File: src/rtl/core/mfp_pkg.sv
// shared types and constants for the midi file event parser
// used by mfp_parser, mfp_timediv and midi_file_event_parser
package mfp_pkg;

  localparam int unsigned MaxVlqBytesDefault = 4;

  localparam logic [31:0] MagicHdr   = 32'h4D546864;
  localparam logic [31:0] MagicTrk   = 32'h4D54726B;
  localparam logic [23:0] TempoReset = 24'd697674;
  localparam logic [15:0] TpqReset   = 16'h00F0;
  localparam logic [7:0]  MetaEot    = 8'h2F;
  localparam logic [7:0]  MetaTempo  = 8'h51;
  localparam logic [31:0] HdrLen     = 32'd6;
  localparam int unsigned ProdW      = 52;
  localparam int unsigned TpqW       = 16;

  typedef enum logic [2:0] {
    KIND_TIME  = 3'd0,
    KIND_TRST  = 3'd1,
    KIND_NOTE  = 3'd2,
    KIND_TDONE = 3'd3,
    KIND_FDONE = 3'd4,
    KIND_ERROR = 3'd5
  } kind_e;

  typedef enum logic [3:0] {
    ERR_HDR_MAGIC = 4'd0,
    ERR_HDR_LEN   = 4'd1,
    ERR_TRK_MAGIC = 4'd2,
    ERR_VLQ       = 4'd3,
    ERR_NO_RS     = 4'd4,
    ERR_ARG_BIT7  = 4'd5,
    ERR_META      = 4'd6,
    ERR_SYS       = 4'd7,
    ERR_TRK_LEN   = 4'd8,
    ERR_DIVISION  = 4'd9
  } err_e;

  typedef struct packed {
    kind_e       kind;
    logic [3:0]  channel;
    logic [6:0]  key;
    logic [6:0]  velocity;
    logic        note_on;
    logic [30:0] time_amount;
    err_e        error_code;
    logic        last_track;
  } result_t;

  // command from parser to the time divider
  typedef struct packed {
    logic        start;
    logic [27:0] ticks;
    logic [23:0] tempo;
    logic [15:0] tpq;
  } div_cmd_t;

  typedef struct packed {
    logic        busy;
    logic        done;
    logic [30:0] amount;
  } div_stat_t;

endpackage

File: src/rtl/core/mfp_timediv.sv
// time datapath: ticks * tempo / division, restoring divider one bit per cycle
// depends on mfp_pkg
module mfp_timediv (
  input  logic               clk_i,
  input  logic               rst_ni,
  input  mfp_pkg::div_cmd_t  cmd_i,
  input  logic               ack_i,
  output mfp_pkg::div_stat_t stat_o
);
  import mfp_pkg::*;

  typedef enum logic [1:0] {
    S_IDLE,
    S_MUL,
    S_DIV,
    S_DONE
  } state_e;

  state_e             state_q;
  logic [5:0]         cnt_q;
  logic [27:0]        a_q;
  logic [23:0]        b_q;
  logic [TpqW-1:0]    d_q;
  logic [ProdW-1:0]   quot_q;
  logic [TpqW-1:0]    rem_q;
  logic [TpqW:0]      rem_shift;
  logic [TpqW:0]      rem_diff;
  logic               take;

  assign rem_shift = {rem_q, quot_q[ProdW-1]};
  assign rem_diff  = rem_shift - {1'b0, d_q};
  assign take      = !rem_diff[TpqW];

  always_ff @(posedge clk_i or negedge rst_ni) begin
    if (!rst_ni) begin
      state_q <= S_IDLE;
      cnt_q   <= '0;
    end else begin
      case (state_q)
        S_IDLE: begin
          if (cmd_i.start) begin
            state_q <= S_MUL;
          end
        end
        S_MUL: begin
          state_q <= S_DIV;
          cnt_q   <= 6'(ProdW - 1);
        end
        S_DIV: begin
          if (cnt_q == '0) begin
            state_q <= S_DONE;
          end else begin
            cnt_q <= cnt_q - 6'd1;
          end
        end
        S_DONE: begin
          if (ack_i) begin
            state_q <= S_IDLE;
          end
        end
        default: state_q <= S_IDLE;
      endcase
    end
  end

  always_ff @(posedge clk_i) begin
    if (state_q == S_IDLE && cmd_i.start) begin
      a_q <= cmd_i.ticks;
      b_q <= cmd_i.tempo;
      d_q <= cmd_i.tpq;
    end
    if (state_q == S_MUL) begin
      quot_q <= a_q * b_q;
      rem_q  <= '0;
    end else if (state_q == S_DIV) begin
      quot_q <= {quot_q[ProdW-2:0], take};
      rem_q  <= take ? rem_diff[TpqW-1:0] : rem_shift[TpqW-1:0];
    end
  end

  assign stat_o.busy   = (state_q != S_IDLE);
  assign stat_o.done   = (state_q == S_DONE);
  assign stat_o.amount = (|quot_q[ProdW-1:31]) ? 31'h7FFFFFFF : quot_q[30:0];

  a_done_from_div: assert property (@(posedge clk_i) disable iff (!rst_ni)
    (state_q == S_DONE) |-> ($past(state_q) == S_DIV || $past(state_q) == S_DONE))
    else $error("divider done without finishing");
  a_start_idle: assert property (@(posedge clk_i) disable iff (!rst_ni)
    (state_q == S_MUL) |-> $past(state_q) == S_IDLE && $past(cmd_i.start))
    else $error("multiply without start");
  a_cnt_range: assert property (@(posedge clk_i) disable iff (!rst_ni)
    (state_q == S_DIV) |-> cnt_q < 6'(ProdW))
    else $error("divider count out of range");

endmodule

File: src/rtl/core/mfp_parser.sv
// parse controller: walks the file byte by byte and issues results and divide commands
// depends on mfp_pkg
module mfp_parser #(
  parameter int unsigned MAX_VLQ_BYTES = mfp_pkg::MaxVlqBytesDefault
) (
  input  logic              clk_i,
  input  logic              rst_ni,
  input  logic              accept_i,
  input  logic [7:0]        data_byte_i,
  input  logic              file_start_i,
  output logic              res_valid_o,
  output mfp_pkg::result_t  res_o,
  output mfp_pkg::div_cmd_t div_o
);
  import mfp_pkg::*;

  localparam logic [2:0] VlqMax = 3'(MAX_VLQ_BYTES);

  typedef enum logic [4:0] {
    PH_HMAGIC, PH_HLEN, PH_HFMT, PH_HNTRK, PH_HDIV, PH_TMAGIC, PH_TLEN,
    PH_DELTA, PH_STATUS, PH_ARG1, PH_ARG2, PH_SYSARG, PH_SXLEN, PH_SXDATA,
    PH_MTYPE, PH_MLEN, PH_MDATA, PH_DONE, PH_HALT
  } phase_e;

  phase_e      phase_q, phase_d;
  logic [2:0]  bi_q, bi_d;
  logic [31:0] fs_q, fs_d;
  logic [27:0] vlq_q, vlq_d;
  logic [15:0] fmt_q, fmt_d;
  logic [15:0] tl_q, tl_d;
  logic [15:0] tpq_q, tpq_d;
  logic [23:0] tempo_q, tempo_d;
  logic [7:0]  rs_q, rs_d;
  logic [6:0]  arg_q, arg_d;
  logic [31:0] tlen_q, tlen_d;
  logic [31:0] seen_q, seen_d;
  logic [7:0]  mt_q, mt_d;
  logic [27:0] mrem_q, mrem_d;
  logic [23:0] tc_q, tc_d;

  logic [7:0]  b;
  logic        gdone;
  logic        first;
  logic [1:0]  vr;
  logic [3:0]  cls;

  function automatic logic is_chan(input logic [7:0] s);
    return s[7] && (s[7:4] != 4'hF);
  endfunction

  function automatic logic meta_known(input logic [7:0] t);
    return (t <= 8'h0A) || (t inside {8'h20, 8'h21, 8'h2F, 8'h51, 8'h54, 8'h58,
                                      8'h59, 8'h7F});
  endfunction

  always_comb begin
    phase_d = phase_q; bi_d = bi_q; fs_d = fs_q; vlq_d = vlq_q; fmt_d = fmt_q;
    tl_d = tl_q; tpq_d = tpq_q; tempo_d = tempo_q; rs_d = rs_q; arg_d = arg_q;
    tlen_d = tlen_q; seen_d = seen_q; mt_d = mt_q; mrem_d = mrem_q; tc_d = tc_q;
    res_valid_o = 1'b0;
    res_o = '0;
    div_o = '0;
    b = data_byte_i;
    gdone = 1'b0;
    first = 1'b0;
    vr = 2'd0;
    cls = '0;
    if (accept_i) begin
      if (file_start_i) begin
        phase_d = PH_HMAGIC; bi_d = '0; fs_d = '0; vlq_d = '0; fmt_d = '0;
        tl_d = '0; tpq_d = TpqReset; tempo_d = TempoReset; rs_d = '0; arg_d = '0;
        tlen_d = '0; seen_d = '0; mt_d = '0; mrem_d = '0; tc_d = '0;
      end
      if (phase_d inside {[PH_DELTA:PH_MDATA]}) begin
        seen_d = seen_d + 32'd1;
      end
      // shared field gather and vlq step
      if (phase_d inside {[PH_HMAGIC:PH_TLEN]}) begin
        first = (bi_d == '0);
        fs_d  = {fs_d[23:0], b};
        bi_d  = bi_d + 3'd1;
        if (phase_d inside {PH_HFMT, PH_HNTRK, PH_HDIV}) begin
          gdone = (bi_d >= 3'd2);
        end else begin
          gdone = (bi_d >= 3'd4);
        end
        if (gdone) begin
          bi_d = '0;
        end
      end
      if (phase_d inside {PH_DELTA, PH_SXLEN, PH_MLEN}) begin
        vlq_d = {vlq_d[20:0], b[6:0]};
        bi_d  = bi_d + 3'd1;
        if (!b[7]) begin
          vr = 2'd1;
        end else if (bi_d >= VlqMax) begin
          vr = 2'd2;
        end
      end
      cls = rs_d[7:4];
      case (phase_d)
        PH_HMAGIC: begin
          if (gdone) begin
            if (fs_d != MagicHdr) begin
              res_valid_o = 1'b1; res_o.kind = KIND_ERROR; res_o.error_code = ERR_HDR_MAGIC;
              phase_d = PH_HALT;
            end else begin
              phase_d = PH_HLEN;
            end
          end
        end
        PH_HLEN: begin
          if (gdone) begin
            if (fs_d != HdrLen) begin
              res_valid_o = 1'b1; res_o.kind = KIND_ERROR; res_o.error_code = ERR_HDR_LEN;
              phase_d = PH_HALT;
            end else begin
              phase_d = PH_HFMT;
            end
          end
        end
        PH_HFMT: begin
          if (gdone) begin
            fmt_d = fs_d[15:0];
            phase_d = PH_HNTRK;
          end
        end
        PH_HNTRK: begin
          if (gdone) begin
            tl_d = fs_d[15:0];
            phase_d = PH_HDIV;
          end
        end
        PH_HDIV: begin
          if (gdone) begin
            tpq_d = fs_d[15:0];
            if (tl_d == '0) begin
              res_valid_o = 1'b1; res_o.kind = KIND_FDONE;
              phase_d = PH_DONE;
            end else begin
              phase_d = PH_TMAGIC;
            end
          end
        end
        PH_TMAGIC: begin
          if (gdone) begin
            if (fs_d != MagicTrk) begin
              res_valid_o = 1'b1; res_o.kind = KIND_ERROR; res_o.error_code = ERR_TRK_MAGIC;
              phase_d = PH_HALT;
            end else begin
              phase_d = PH_TLEN;
            end
          end else if (first && fmt_d != 16'd2) begin
            res_valid_o = 1'b1; res_o.kind = KIND_TRST;
          end
        end
        PH_TLEN: begin
          if (gdone) begin
            tlen_d = fs_d; seen_d = '0;
            phase_d = PH_DELTA; vlq_d = '0; bi_d = '0;
          end
        end
        PH_DELTA: begin
          if (vr == 2'd2) begin
            res_valid_o = 1'b1; res_o.kind = KIND_ERROR; res_o.error_code = ERR_VLQ;
            phase_d = PH_HALT;
          end else if (vr == 2'd1) begin
            if (tpq_d[15] || tpq_d == '0) begin
              res_valid_o = 1'b1; res_o.kind = KIND_ERROR; res_o.error_code = ERR_DIVISION;
              phase_d = PH_HALT;
            end else begin
              // time advance comes later from the divider
              div_o.start = 1'b1; div_o.ticks = vlq_d;
              div_o.tempo = tempo_d; div_o.tpq = tpq_d;
              phase_d = PH_STATUS;
            end
          end
        end
        PH_STATUS: begin
          if (!b[7]) begin
            if (!is_chan(rs_d)) begin
              res_valid_o = 1'b1; res_o.kind = KIND_ERROR; res_o.error_code = ERR_NO_RS;
              phase_d = PH_HALT;
            end else begin
              arg_d = b[6:0];
              if (cls inside {4'hC, 4'hD}) begin
                phase_d = PH_DELTA; vlq_d = '0; bi_d = '0;
              end else begin
                phase_d = PH_ARG2;
              end
            end
          end else begin
            rs_d = b;
            if (is_chan(b)) begin
              phase_d = PH_ARG1;
            end else begin
              vlq_d = '0; bi_d = '0;
              case (b)
                8'hF0, 8'hF7: phase_d = PH_SXLEN;
                8'hF1: phase_d = PH_DELTA;
                8'hF2: begin phase_d = PH_SYSARG; bi_d = 3'd2; end
                8'hF3: begin phase_d = PH_SYSARG; bi_d = 3'd1; end
                8'hFF: phase_d = PH_MTYPE;
                default: begin
                  res_valid_o = 1'b1; res_o.kind = KIND_ERROR; res_o.error_code = ERR_SYS;
                  phase_d = PH_HALT;
                end
              endcase
            end
          end
        end
        PH_ARG1: begin
          if (b[7]) begin
            res_valid_o = 1'b1; res_o.kind = KIND_ERROR; res_o.error_code = ERR_ARG_BIT7;
            phase_d = PH_HALT;
          end else begin
            arg_d = b[6:0];
            if (cls inside {4'hC, 4'hD}) begin
              phase_d = PH_DELTA; vlq_d = '0; bi_d = '0;
            end else begin
              phase_d = PH_ARG2;
            end
          end
        end
        PH_ARG2: begin
          if (b[7]) begin
            res_valid_o = 1'b1; res_o.kind = KIND_ERROR; res_o.error_code = ERR_ARG_BIT7;
            phase_d = PH_HALT;
          end else begin
            phase_d = PH_DELTA; vlq_d = '0; bi_d = '0;
            if (cls inside {4'h8, 4'h9}) begin
              res_valid_o = 1'b1; res_o.kind = KIND_NOTE;
              res_o.channel = rs_d[3:0]; res_o.key = arg_d; res_o.velocity = b[6:0];
              res_o.note_on = (cls == 4'h9) && (b != 8'h00);
            end
          end
        end
        PH_SYSARG: begin
          if (b[7]) begin
            res_valid_o = 1'b1; res_o.kind = KIND_ERROR; res_o.error_code = ERR_ARG_BIT7;
            phase_d = PH_HALT;
          end else begin
            bi_d = bi_d - 3'd1;
            if (bi_d == '0) begin
              phase_d = PH_DELTA; vlq_d = '0;
            end
          end
        end
        PH_SXLEN: begin
          if (vr == 2'd2) begin
            res_valid_o = 1'b1; res_o.kind = KIND_ERROR; res_o.error_code = ERR_VLQ;
            phase_d = PH_HALT;
          end else if (vr == 2'd1) begin
            mrem_d = vlq_d;
            if (vlq_d == '0) begin
              phase_d = PH_DELTA; vlq_d = '0; bi_d = '0;
            end else begin
              phase_d = PH_SXDATA;
            end
          end
        end
        PH_SXDATA: begin
          mrem_d = mrem_d - 28'd1;
          if (mrem_d == '0) begin
            phase_d = PH_DELTA; vlq_d = '0; bi_d = '0;
          end
        end
        PH_MTYPE: begin
          mt_d = b; tc_d = '0; vlq_d = '0; bi_d = '0;
          phase_d = PH_MLEN;
        end
        PH_MLEN, PH_MDATA: begin
          if (phase_d == PH_MDATA) begin
            tc_d = {tc_d[15:0], b};
            mrem_d = mrem_d - 28'd1;
          end
          if (phase_d == PH_MLEN && vr == 2'd2) begin
            res_valid_o = 1'b1; res_o.kind = KIND_ERROR; res_o.error_code = ERR_VLQ;
            phase_d = PH_HALT;
          end else if (phase_d == PH_MLEN && vr != 2'd1) begin
            phase_d = PH_MLEN;
          end else begin
            if (phase_d == PH_MLEN) begin
              mrem_d = vlq_d;
            end
            if (mrem_d != '0) begin
              phase_d = PH_MDATA;
            end else if (!meta_known(mt_d)) begin
              res_valid_o = 1'b1; res_o.kind = KIND_ERROR; res_o.error_code = ERR_META;
              phase_d = PH_HALT;
            end else begin
              if (mt_d == MetaTempo && vlq_d == 28'd3) begin
                tempo_d = tc_d;
              end
              if (mt_d == MetaEot) begin
                if (seen_d != tlen_d) begin
                  res_valid_o = 1'b1; res_o.kind = KIND_ERROR;
                  res_o.error_code = ERR_TRK_LEN;
                  phase_d = PH_HALT;
                end else begin
                  tl_d = tl_d - 16'd1;
                  res_valid_o = 1'b1; res_o.kind = KIND_TDONE;
                  res_o.last_track = (tl_d == '0);
                  phase_d = (tl_d == '0) ? PH_DONE : PH_TMAGIC;
                  bi_d = '0; fs_d = '0;
                end
              end else begin
                phase_d = PH_DELTA; vlq_d = '0; bi_d = '0;
              end
            end
          end
        end
        default: ;
      endcase
    end
  end

  always_ff @(posedge clk_i or negedge rst_ni) begin
    if (!rst_ni) begin
      phase_q <= PH_HMAGIC; bi_q <= '0; fs_q <= '0; vlq_q <= '0; fmt_q <= '0;
      tl_q <= '0; tpq_q <= TpqReset; tempo_q <= TempoReset; rs_q <= '0; arg_q <= '0;
      tlen_q <= '0; seen_q <= '0; mt_q <= '0; mrem_q <= '0; tc_q <= '0;
    end else begin
      phase_q <= phase_d; bi_q <= bi_d; fs_q <= fs_d; vlq_q <= vlq_d; fmt_q <= fmt_d;
      tl_q <= tl_d; tpq_q <= tpq_d; tempo_q <= tempo_d; rs_q <= rs_d; arg_q <= arg_d;
      tlen_q <= tlen_d; seen_q <= seen_d; mt_q <= mt_d; mrem_q <= mrem_d; tc_q <= tc_d;
    end
  end

  a_res_on_accept: assert property (@(posedge clk_i) disable iff (!rst_ni)
    (res_valid_o || div_o.start) |-> accept_i)
    else $error("parser output without a byte");
  a_one_output: assert property (@(posedge clk_i) disable iff (!rst_ni)
    !(res_valid_o && div_o.start))
    else $error("parser result and divide in one byte");
  a_halt_sticky: assert property (@(posedge clk_i) disable iff (!rst_ni)
    (phase_q == PH_HALT && !(accept_i && file_start_i)) |=> phase_q == PH_HALT)
    else $error("left halt without file start");

endmodule

File: src/rtl/core/midi_file_event_parser.sv
// top level of the midi file event parser: handshakes, output register, parser and divider
// depends on mfp_pkg, mfp_parser, mfp_timediv
//
//   channel | direction | handshake           | payload
//   in      | input     | in_valid_i/in_stall_o   | data_byte_i, file_start_i
//   out     | output    | out_valid_o/out_stall_i | kind_o .. last_track_o
//
// a byte that completes a delta time stalls the input until the time word is taken, while
// the one-bit-per-cycle divider works through the 52-bit product by the 16-bit division.
// a word waiting at the output is held while out_stall_i is high; input stalls then.
// reset is asynchronous, active low; file_start_i restarts parsing at any byte.
module midi_file_event_parser #(
  parameter int unsigned MAX_VLQ_BYTES = mfp_pkg::MaxVlqBytesDefault
) (
  input  logic        clk_i,
  input  logic        rst_ni,
  input  logic        in_valid_i,
  output logic        in_stall_o,
  input  logic [7:0]  data_byte_i,
  input  logic        file_start_i,
  output logic        out_valid_o,
  input  logic        out_stall_i,
  output logic [2:0]  kind_o,
  output logic [3:0]  channel_o,
  output logic [6:0]  key_o,
  output logic [6:0]  velocity_o,
  output logic        note_on_o,
  output logic [30:0] time_amount_o,
  output logic [3:0]  error_code_o,
  output logic        last_track_o
);
  import mfp_pkg::*;

  logic      accept;
  logic      out_free;
  logic      par_valid;
  result_t   par_res;
  div_cmd_t  div_cmd;
  div_stat_t div_stat;
  logic      div_ack;
  result_t   time_res;
  result_t   out_q;
  logic      out_valid_q;

  assign out_free   = !out_valid_q || !out_stall_i;
  assign in_stall_o = div_stat.busy || !out_free;
  assign accept     = in_valid_i && !in_stall_o;
  assign div_ack    = div_stat.done && out_free;

  mfp_parser #(.MAX_VLQ_BYTES(MAX_VLQ_BYTES)) u_parser (
    .clk_i        (clk_i),
    .rst_ni       (rst_ni),
    .accept_i     (accept),
    .data_byte_i  (data_byte_i),
    .file_start_i (file_start_i),
    .res_valid_o  (par_valid),
    .res_o        (par_res),
    .div_o        (div_cmd)
  );

  mfp_timediv u_timediv (
    .clk_i  (clk_i),
    .rst_ni (rst_ni),
    .cmd_i  (div_cmd),
    .ack_i  (div_ack),
    .stat_o (div_stat)
  );

  always_comb begin
    time_res             = '0;
    time_res.kind        = KIND_TIME;
    time_res.time_amount = div_stat.amount;
  end

  always_ff @(posedge clk_i or negedge rst_ni) begin
    if (!rst_ni) begin
      out_valid_q <= 1'b0;
    end else if (out_free) begin
      out_valid_q <= par_valid || div_stat.done;
    end
  end

  always_ff @(posedge clk_i) begin
    if (out_free) begin
      if (div_stat.done) begin
        out_q <= time_res;
      end else if (par_valid) begin
        out_q <= par_res;
      end
    end
  end

  assign out_valid_o   = out_valid_q;
  assign kind_o        = out_q.kind;
  assign channel_o     = out_q.channel;
  assign key_o         = out_q.key;
  assign velocity_o    = out_q.velocity;
  assign note_on_o     = out_q.note_on;
  assign time_amount_o = out_q.time_amount;
  assign error_code_o  = out_q.error_code;
  assign last_track_o  = out_q.last_track;

  a_busy_stalls: assert property (@(posedge clk_i) disable iff (!rst_ni)
    div_stat.busy |-> in_stall_o)
    else $error("byte taken while divider busy");
  a_no_clash: assert property (@(posedge clk_i) disable iff (!rst_ni)
    !(div_stat.done && par_valid))
    else $error("divider and parser results together");
  a_div_from_accept: assert property (@(posedge clk_i) disable iff (!rst_ni)
    $rose(div_stat.busy) |-> $past(accept))
    else $error("divider started without a byte");

endmodule

File: config.mk
export PLATFORM = sky130hd
export DESIGN_NAME = midi_file_event_parser
export DESIGN_NICKNAME = d
export VERILOG_FILES = /design/src/rtl/core/mfp_pkg.sv /design/src/rtl/core/mfp_timediv.sv /design/src/rtl/core/mfp_parser.sv /design/src/rtl/core/midi_file_event_parser.sv
export SDC_FILE = /design/constraint.sdc
export NUM_CORES = 2
export LEC_CHECK = 0
export BUFFER_PORTS_ARGS = -buffer_cell sky130_fd_sc_hd__buf_2
export CORE_MARGIN = 3
export CORE_UTILIZATION = 40
export DETAILED_ROUTE_END_ITERATION = 6
export PLACE_DENSITY_LB_ADDON = 0.08
export SYNTH_ARGS = -nofsm -noshare
export SYNTH_HDL_FRONTEND = slang
export SYNTH_SLANG_ARGS = --single-unit
File: constraint.sdc
create_clock -name clk_i -period 13.3 [get_ports clk_i]
set_input_delay 1.33 -clock clk_i [delete_from_list [all_inputs] [get_ports clk_i]]
set_output_delay 1.33 -clock clk_i [all_outputs]
set_load 0.01 [all_outputs]
# Word level (Yosys, flattened, before mapping)
# Cells that the tools add are included.
# totals
regBits	482
# classes
addsub	8
mul	1
magnitude_cmp	8
n_eq_ne	52
muxes	269
n_bitwise	3
reduce_logical	53
# op_table
operator	count
two-way mux 28 bit	33
two-way mux 32 bit	20
two-way mux 69 bit	5
two-way mux 16 bit	18
case mux 28 bit (9 select lines)	1
two-way mux 24 bit	9
two-way mux 5 bit	37
two-way mux 3 bit	52
two-way mux 52 bit	2
case mux 28 bit (3 select lines)	1
case mux 5 bit (16 select lines)	1
inequality test 32 x 31 -> 1 bit (second input constant)	2
two-way mux 58 bit	1
zero test 28 bit	2
two-way mux 8 bit	7
multiplier 28 x 24 -> 52 bit	1
equality test 8 bit (second input constant)	6
zero test 16 bit	3
two-way mux 4 bit	12
case mux 24 bit (2 select lines)	1
equality test 5 x 4 -> 1 bit (second input constant)	8
equality test 8 x 7 -> 1 bit (second input constant)	5
two-way mux 1 bit	39
two-way mux 19 bit	2
65 further kinds	126

# Depth between registers and ports, before layout
# depth
word_depth	35
depth_mapped	29
mapped_depth_nobuf	26

# Hierarchy
# Synthesis repeated with hierarchy kept, for this count alone.
# unflattened
hier_cells	5741
area_unflattened_um2	51330.5
# by_module_without_submodules
mod	instances	cells_each	area_each_um2	seq_area_each_um2
mfp_timediv	1	3051	28572.4	4124.0
mfp_parser	1	2559	20224.4	6998.0
midi_file_event_parser	1	131	2533.7	1766.7

# Worst setup path before layout
# OpenSTA, ideal clock, no wires.
# synth_timing
path_kind	input to register
from	in file_start_i
to	reg out_q, in the netlist channel_o[0] (enable)
t_arrival_ns	8.942
t_required_ns	12.807
path_slack_ns	3.865
stages	24
n_path_buf	11
cell_sequence	clkbuf_1 > clkbuf_1 > buf_2 > clkinv_1 > clkbuf_1 > buf_2 > clkbuf_1 > clkbuf_1 > clkbuf_1 > clkbuf_1 > clkbuf_1 > nand2_1 > ha_1 > clkbuf_1 > o21ai_0 > nand4b_1 > a21oi_1 > o2111ai_1 > o41a_1 > nor4_4 > a311oi_1 > nand3_1 > a21oi_1 > a21oi_1
# synth_between
elab_chain_len	24
elab_cells_between_ends	126
cone_classes	3 x add/sub; 6 x order compare; 31 x eq/ne; 66 x mux; 20 x reduce/logical
# synth_lines
element	line_no	text
start, declared	midi_file_event_parser.sv:20	input logic file_start_i,
two-way mux 3 bit / two-way mux 5 bit (equally long branches)	mfp_parser.sv:69	if (file_start_i) begin
two-way mux 3 bit / two-way mux 5 bit (equally long branches)	mfp_parser.sv:68	if (accept_i) begin
adder 3 x 1 -> 3 bit (tied with other cells)	mfp_parser.sv:81	bi_d = bi_d + 3'd1;
>= comparator 3 bit (tied with other cells)	mfp_parser.sv:85	gdone = (bi_d >= 3'd4);
two-way mux 1 bit	mfp_parser.sv:82	if (phase_d inside {PH_HFMT, PH_HNTRK, PH_HDIV}) begin
two-way mux 1 bit	mfp_parser.sv:78	if (phase_d inside {[PH_HMAGIC:PH_TLEN]}) begin
two-way mux 1 bit	mfp_parser.sv:68	
two-way mux 3 bit	mfp_parser.sv:87	if (gdone) begin
(+8 left out)	-	
inequality test 2 x 1 -> 1 bit	mfp_parser.sv:280	end else if (phase_d == PH_MLEN && vr != 2'd1) begin
logical AND 1 bit	mfp_parser.sv:280	
two-way mux 1 bit	mfp_parser.sv:280	
two-way mux 1 bit	mfp_parser.sv:277	if (phase_d == PH_MLEN && vr == 2'd2) begin
case mux 1 bit (10 select lines) *	mfp_parser.sv:101	case (phase_d)
two-way mux 1 bit *	mfp_parser.sv:68	
nonzero test 2 bit (no source line) *	-	
AND reduction 2 bit (no source line) *	-	
end signal, assigned	midi_file_event_parser.sv:86	out_q <= time_res;
end signal, assigned	midi_file_event_parser.sv:88	out_q <= par_res;
end, declared	midi_file_event_parser.sv:42	result_t out_q;
# Every way passes the cells marked *; elsewhere a longest branch is shown, timed or not. The select of a mux whose other input is x is not followed.
# A chain may end at the register's enable or synchronous reset.

# Worst setup path in the final report
# layout_timing
from	reg u_timediv.b_q[4]
to	reg u_timediv.quot_q[41] (data pin)
# layout_between
elab_chain_len	2
# layout_lines
element	line_no	text
start, declared	mfp_timediv.sv:22	logic [23:0] b_q;
start signal, assigned	mfp_timediv.sv:69	b_q <= cmd_i.tempo;
multiplier 28 x 24 -> 52 bit	mfp_timediv.sv:73	quot_q <= a_q * b_q;
two-way mux 52 bit	mfp_timediv.sv:72	if (state_q == S_MUL) begin
end signal, assigned	mfp_timediv.sv:73	
end signal, assigned	mfp_timediv.sv:76	quot_q <= {quot_q[ProdW-2:0], take};
end, declared	mfp_timediv.sv:24	logic [ProdW-1:0] quot_q;
# Every way passes these cells.

==> run_results.csv <==
group,metric,value,unit
status,status,"complete, no violations",
clock_network,ctsLongestPathBuffers,3,
sta,hold_viol,0,
place,port_buffers,72,
sta,rsz0062_at_grt,"no",
drt,drt_iter0_drc,3322,
sta,setup_viol,0,
place,place_congestion,0.926,
logic_synthesis,synth_area,0.0495,sq mm
hold_path,holdPathStages,1,
critical_path,worstPathArrival,8.85,ns
sta,maxSlewViolCount,0,
clock_network,clock-sinks,482,
sta,timing.final.crit_share,63.6,%
floorplanning,die_x,358,microns
logic_synthesis,synth_edf_count,178,
clock_network,cts_buffers,61,
power_and_ir_drop,internal_power,3.72,mW
clock_network,cts_root_buf,"clkbuf_16",
logic_synthesis,netlist_top_cells_area,"fa_1 23%, dfrtp_1 14%, edfxtp_1 11%, ha_1 5.4%, inv_1 5.3%",
global_route,grt_pass1_wl,250000,microns
global_route,antenna_found_initial,6,
logic_synthesis,ys_seq_area_share,26.0,%
sta,hold_slack,0.476,ns
logic_synthesis,synth_top_area_share,23.1,%
drt,ant_nets,0,
logic_synthesis,syn_nets,6312,
place,hpwlAfterDp,115000,microns
critical_path,worst-path-max-fanout,28,
power_and_ir_drop,totalPowerFinal,6.32,mW
drt,post_drt_wl_per_cell,22.8,microns
critical_path,worstPathRequired,13.70,ns
clock_network,h-tree-depth,2,
floorplanning,dieArea,0.128,sq mm
power_and_ir_drop,irDropWorstVdd,0.137,mV
sta,skew,0.0763,ns
clock_network,insertion_delay,0.71,ns
power_and_ir_drop,power.density,118,mW/mm^2
global_route,track_usage,25.3,%
cells_and_area,nFillCells,12100,
critical_path,reg2reg_slack,4.85,ns
floorplanning,core_area,0.122,sq mm
sta,finalCriticalPeriod,8.45,ns
floorplanning,ios,73,
clock_network,ctsHoldBuffers,0,
drt,drt-pass1-iter-count,6,
logic_synthesis,synth_cell_types,92,
hold_path,hold_start,"u_parser.tempo_q[23]",
floorplanning,fp.dieH,358,microns
power_and_ir_drop,seqPwrFrac,35.6,%
clock_network,cts_tree,"yes",
power_and_ir_drop,combinationalPowerShare,37.2,%
drt,vias,39600,
drt,vias_per_cell,5.61,
global_route,gr-total-overflow,0,
clock_network,clk_pin_slew,0.08,ns
floorplanning,start_util,40.5,%
logic_synthesis,ys_warn_count,0,
cells_and_area,fin_nets,6186,
cells_and_area,drive_above_1_share,6.85,%
drt,post-route-drc-count,0,
cells_and_area,area_growth,8.02,%
logic_synthesis,synth_cells,5516,
logic_synthesis,ys.flop_type,"dfrtp_1",
clock_network,cts_resized,0,
critical_path,cp-start-kind,"flip-flop",
logic_synthesis,async_flop_share,59.8,%
sta,tightestPinTransition,1.30,ns
floorplanning,row_count,128,
critical_path,crit_type,"reg -> reg",
hold_path,hold_class,"reg -> reg",
power_and_ir_drop,switching_power,2.59,mW
logic_synthesis,synth_top_area_cell,"fa_1",
global_route,grt_pass1_vias,40300,
sta,fmax,118,MHz
global_route,grt_start_max_net_pins,131,
critical_path,timing.rr.end,"u_timediv.quot_q[41]",
power_and_ir_drop,p_leak,23.6,nW
logic_synthesis,synth.avg_cell_area,8.98,sq um
sta,max_slew_margin,13.6,%
drt,wirelength,161000,microns
logic_synthesis,synth-seq-cells,482,
critical_path,r2r-start,"u_timediv.b_q[4]",
flow_run,cap_violations,0,
critical_path,reg2reg_depth,25,
power_and_ir_drop,clkPwrFrac,27.2,%
power_and_ir_drop,switching_share,41.1,%
hold_path,whs_endpoint,"u_parser.tempo_q[23]",
sta,fin_setup_tns,0,ns
clock_network,cts_setup_buffers,0,
critical_path,worstSetupEndpointType,"flip-flop",
==> power groups by stage <==
| stage | combinational, mW | clock, mW | sequential (mW) |
|---|---|---|---|
| final | 2.35 | 1.72 | 2.25 |
| after global routing | 2.58 | 1.82 | 2.29 |
| after CTS | 2.34 | 1.76 | 2.24 |
| after detailed placement | 2.34 | 0 | 2.26 |
| after global placement | 2.33 | 0 | 2.26 |
| after floorplan | 1.62 | 0 | 2.14 |
==> per-stage QoR <==
stage / std cells / worst slack [ns] / util, % / area [sq um]
2_1_floorplan: 5516 / 3.86 / - / 49500
3_3_place_gp: 6952 / 4.93 / 42.0 / 51400
3_5_place_dp: 6952 / 4.86 / 42.0 / 51400
4_1_cts: 7068 / 4.79 / 43.7 / 53500
5_1_grt: 7068 / 4.38 / 43.7 / 53500
6_report: 7071 / 4.85 / 43.7 / 53500
==> cells by family (layout without fill, tap and decap cells) <==
group | after synthesis | after routing | synth area share (%)
AO/OA/AOI/OAI | 1023 | 1023 | 13.3
XOR/XNOR | 135 | 135 | 2.39
adder cells (fa/ha/maj) | 783 | 783 | 28.4
buffers and inverters | 1068 | 995 | 8.17
flip-flops | 482 | 482 | 26.0
multiplexers | 133 | 133 | 2.83
other | 1 | 4 | 0.00757
AND/OR/NAND/NOR | 1891 | 1891 | 18.8
==> layout make-up <==
class,count,area [sq um],share of cell area (%)
clock buffer,94,1800,3.37
clock inverter,22,249,0.466
sequential,482,12900,24.1
multi-input combinational,3966,32700,61.1
timing repair buffer,173,1170,2.19
inverter,706,2650,4.96
tap,1625,2030,3.80
antenna,3,7.51,0.0140
==> layout by cell type (no fill, tap or decap), types with 54 or more instances in the layout <==
master,synthesis,layout
inv_1,704,703
nand2_1,700,700
fa_1,571,571
and2_1,401,401
nor2_1,323,321
dfrtp_1,275,275
o21ai_0,273,272
a21oi_1,246,245
ha_1,212,209
edfxtp_1,178,178
buf_4,1,98
xnor2_1,93,92
nor3_1,93,91
mux2i_1,81,81
nand3_1,72,71
buf_2,19,70
a22o_1,68,68
clkbuf_16,0,64
nand4_1,54,54
==> critical path: stages (launching register included) <==
cell and delay [ns]:
edfxtp_1 1.22, nand2_1 0.22, fa_1 0.58, inv_1 0.05, fa_1 0.48, inv_1 0.05, fa_1 0.52, inv_1 0.04
ha_1 0.18, fa_1 0.46, fa_1 0.54, inv_1 0.05, fa_1 0.47, inv_1 0.04, ha_1 0.33, and3_1 0.19
a31oi_1 0.14, o21ai_0 0.09, a21oi_1 0.32, o211ai_1 0.31, a21o_1 0.34, a2111oi_0 0.72, o21ai_0 0.21, a21oi_1 0.20
xnor2_1 0.08, mux2_2 0.27
==> registers in the layout, summed over array words and instances (netlist names), 16 cells and up <==
signal and count:
time_amount_o 31, u_parser.fmt_q 16, u_parser.fs_q 32, u_parser.mrem_q 28, u_parser.seen_q 32, u_parser.tc_q 24
u_parser.tempo_q 24, u_parser.tl_q 16, u_parser.tlen_q 32, u_parser.tpq_q 16, u_parser.vlq_q 28, u_timediv.a_q 28
u_timediv.b_q 24, u_timediv.d_q 16, u_timediv.quot_q 52, u_timediv.rem_q 16
==> how the worst max path moves through the flow <==
stage	from	cells past startpoint	to	slack (ns)
floorplan	file_start_i	24	channel_o[0]	3.86
global placement	u_timediv.b_q[4]	25	u_timediv.quot_q[41]	4.93
detailed placement	u_timediv.b_q[4]	25	u_timediv.quot_q[41]	4.86
CTS	u_timediv.b_q[4]	25	u_timediv.quot_q[41]	4.79
global route	u_timediv.b_q[4]	26	u_timediv.quot_q[50]	4.38
finish	u_timediv.b_q[4]	25	u_timediv.quot_q[41]	4.85
==> synthesized netlist by cell type, types with 12 or more instances <==
| master | instances |
|---|---|
| fa_1 | 571 |
| o22ai_1 | 22 |
| mux2_2 | 51 |
| o2bb2ai_1 | 18 |
| nor4_1 | 51 |
| nand4_1 | 54 |
| o211ai_1 | 26 |
| nor3_1 | 93 |
| xnor2_1 | 93 |
| clkbuf_1 | 304 |
| or3_1 | 26 |
| nand2b_1 | 23 |
| a21oi_1 | 246 |
| buf_2 | 19 |
| a31oi_1 | 38 |
| nand2_1 | 700 |
| dfxtp_1 | 16 |
| a21o_1 | 29 |
| edfxtp_1 | 178 |
| ha_1 | 212 |
| buf_1 | 36 |
| dfstp_2 | 13 |
| inv_1 | 704 |
| dfrtp_1 | 275 |
| a211oi_1 | 34 |
| and2_1 | 401 |
| mux2i_1 | 81 |
| nor2b_1 | 27 |
| a22oi_1 | 27 |
| nand3_1 | 72 |
| a22o_1 | 68 |
| and3_1 | 31 |
| o2111ai_1 | 12 |
| o21a_1 | 43 |
| xor2_1 | 42 |
| or4_1 | 20 |
| nor2_1 | 323 |
| o21ai_0 | 273 |
| o31ai_1 | 48 |
==> metal layers <==
metal,share of wire [%],global-route usage (%),wire length (microns),vias to the layer above
li1,-,-,-,18100
met1,45,35.8,73300,20100
met2,45,39.9,72500,1260
met3,6.4,4.20,10400,254
met4,3.1,7.63,5060,0
met5,0,0,0,-
Note: power is estimated with default switching activity, not from simulation.
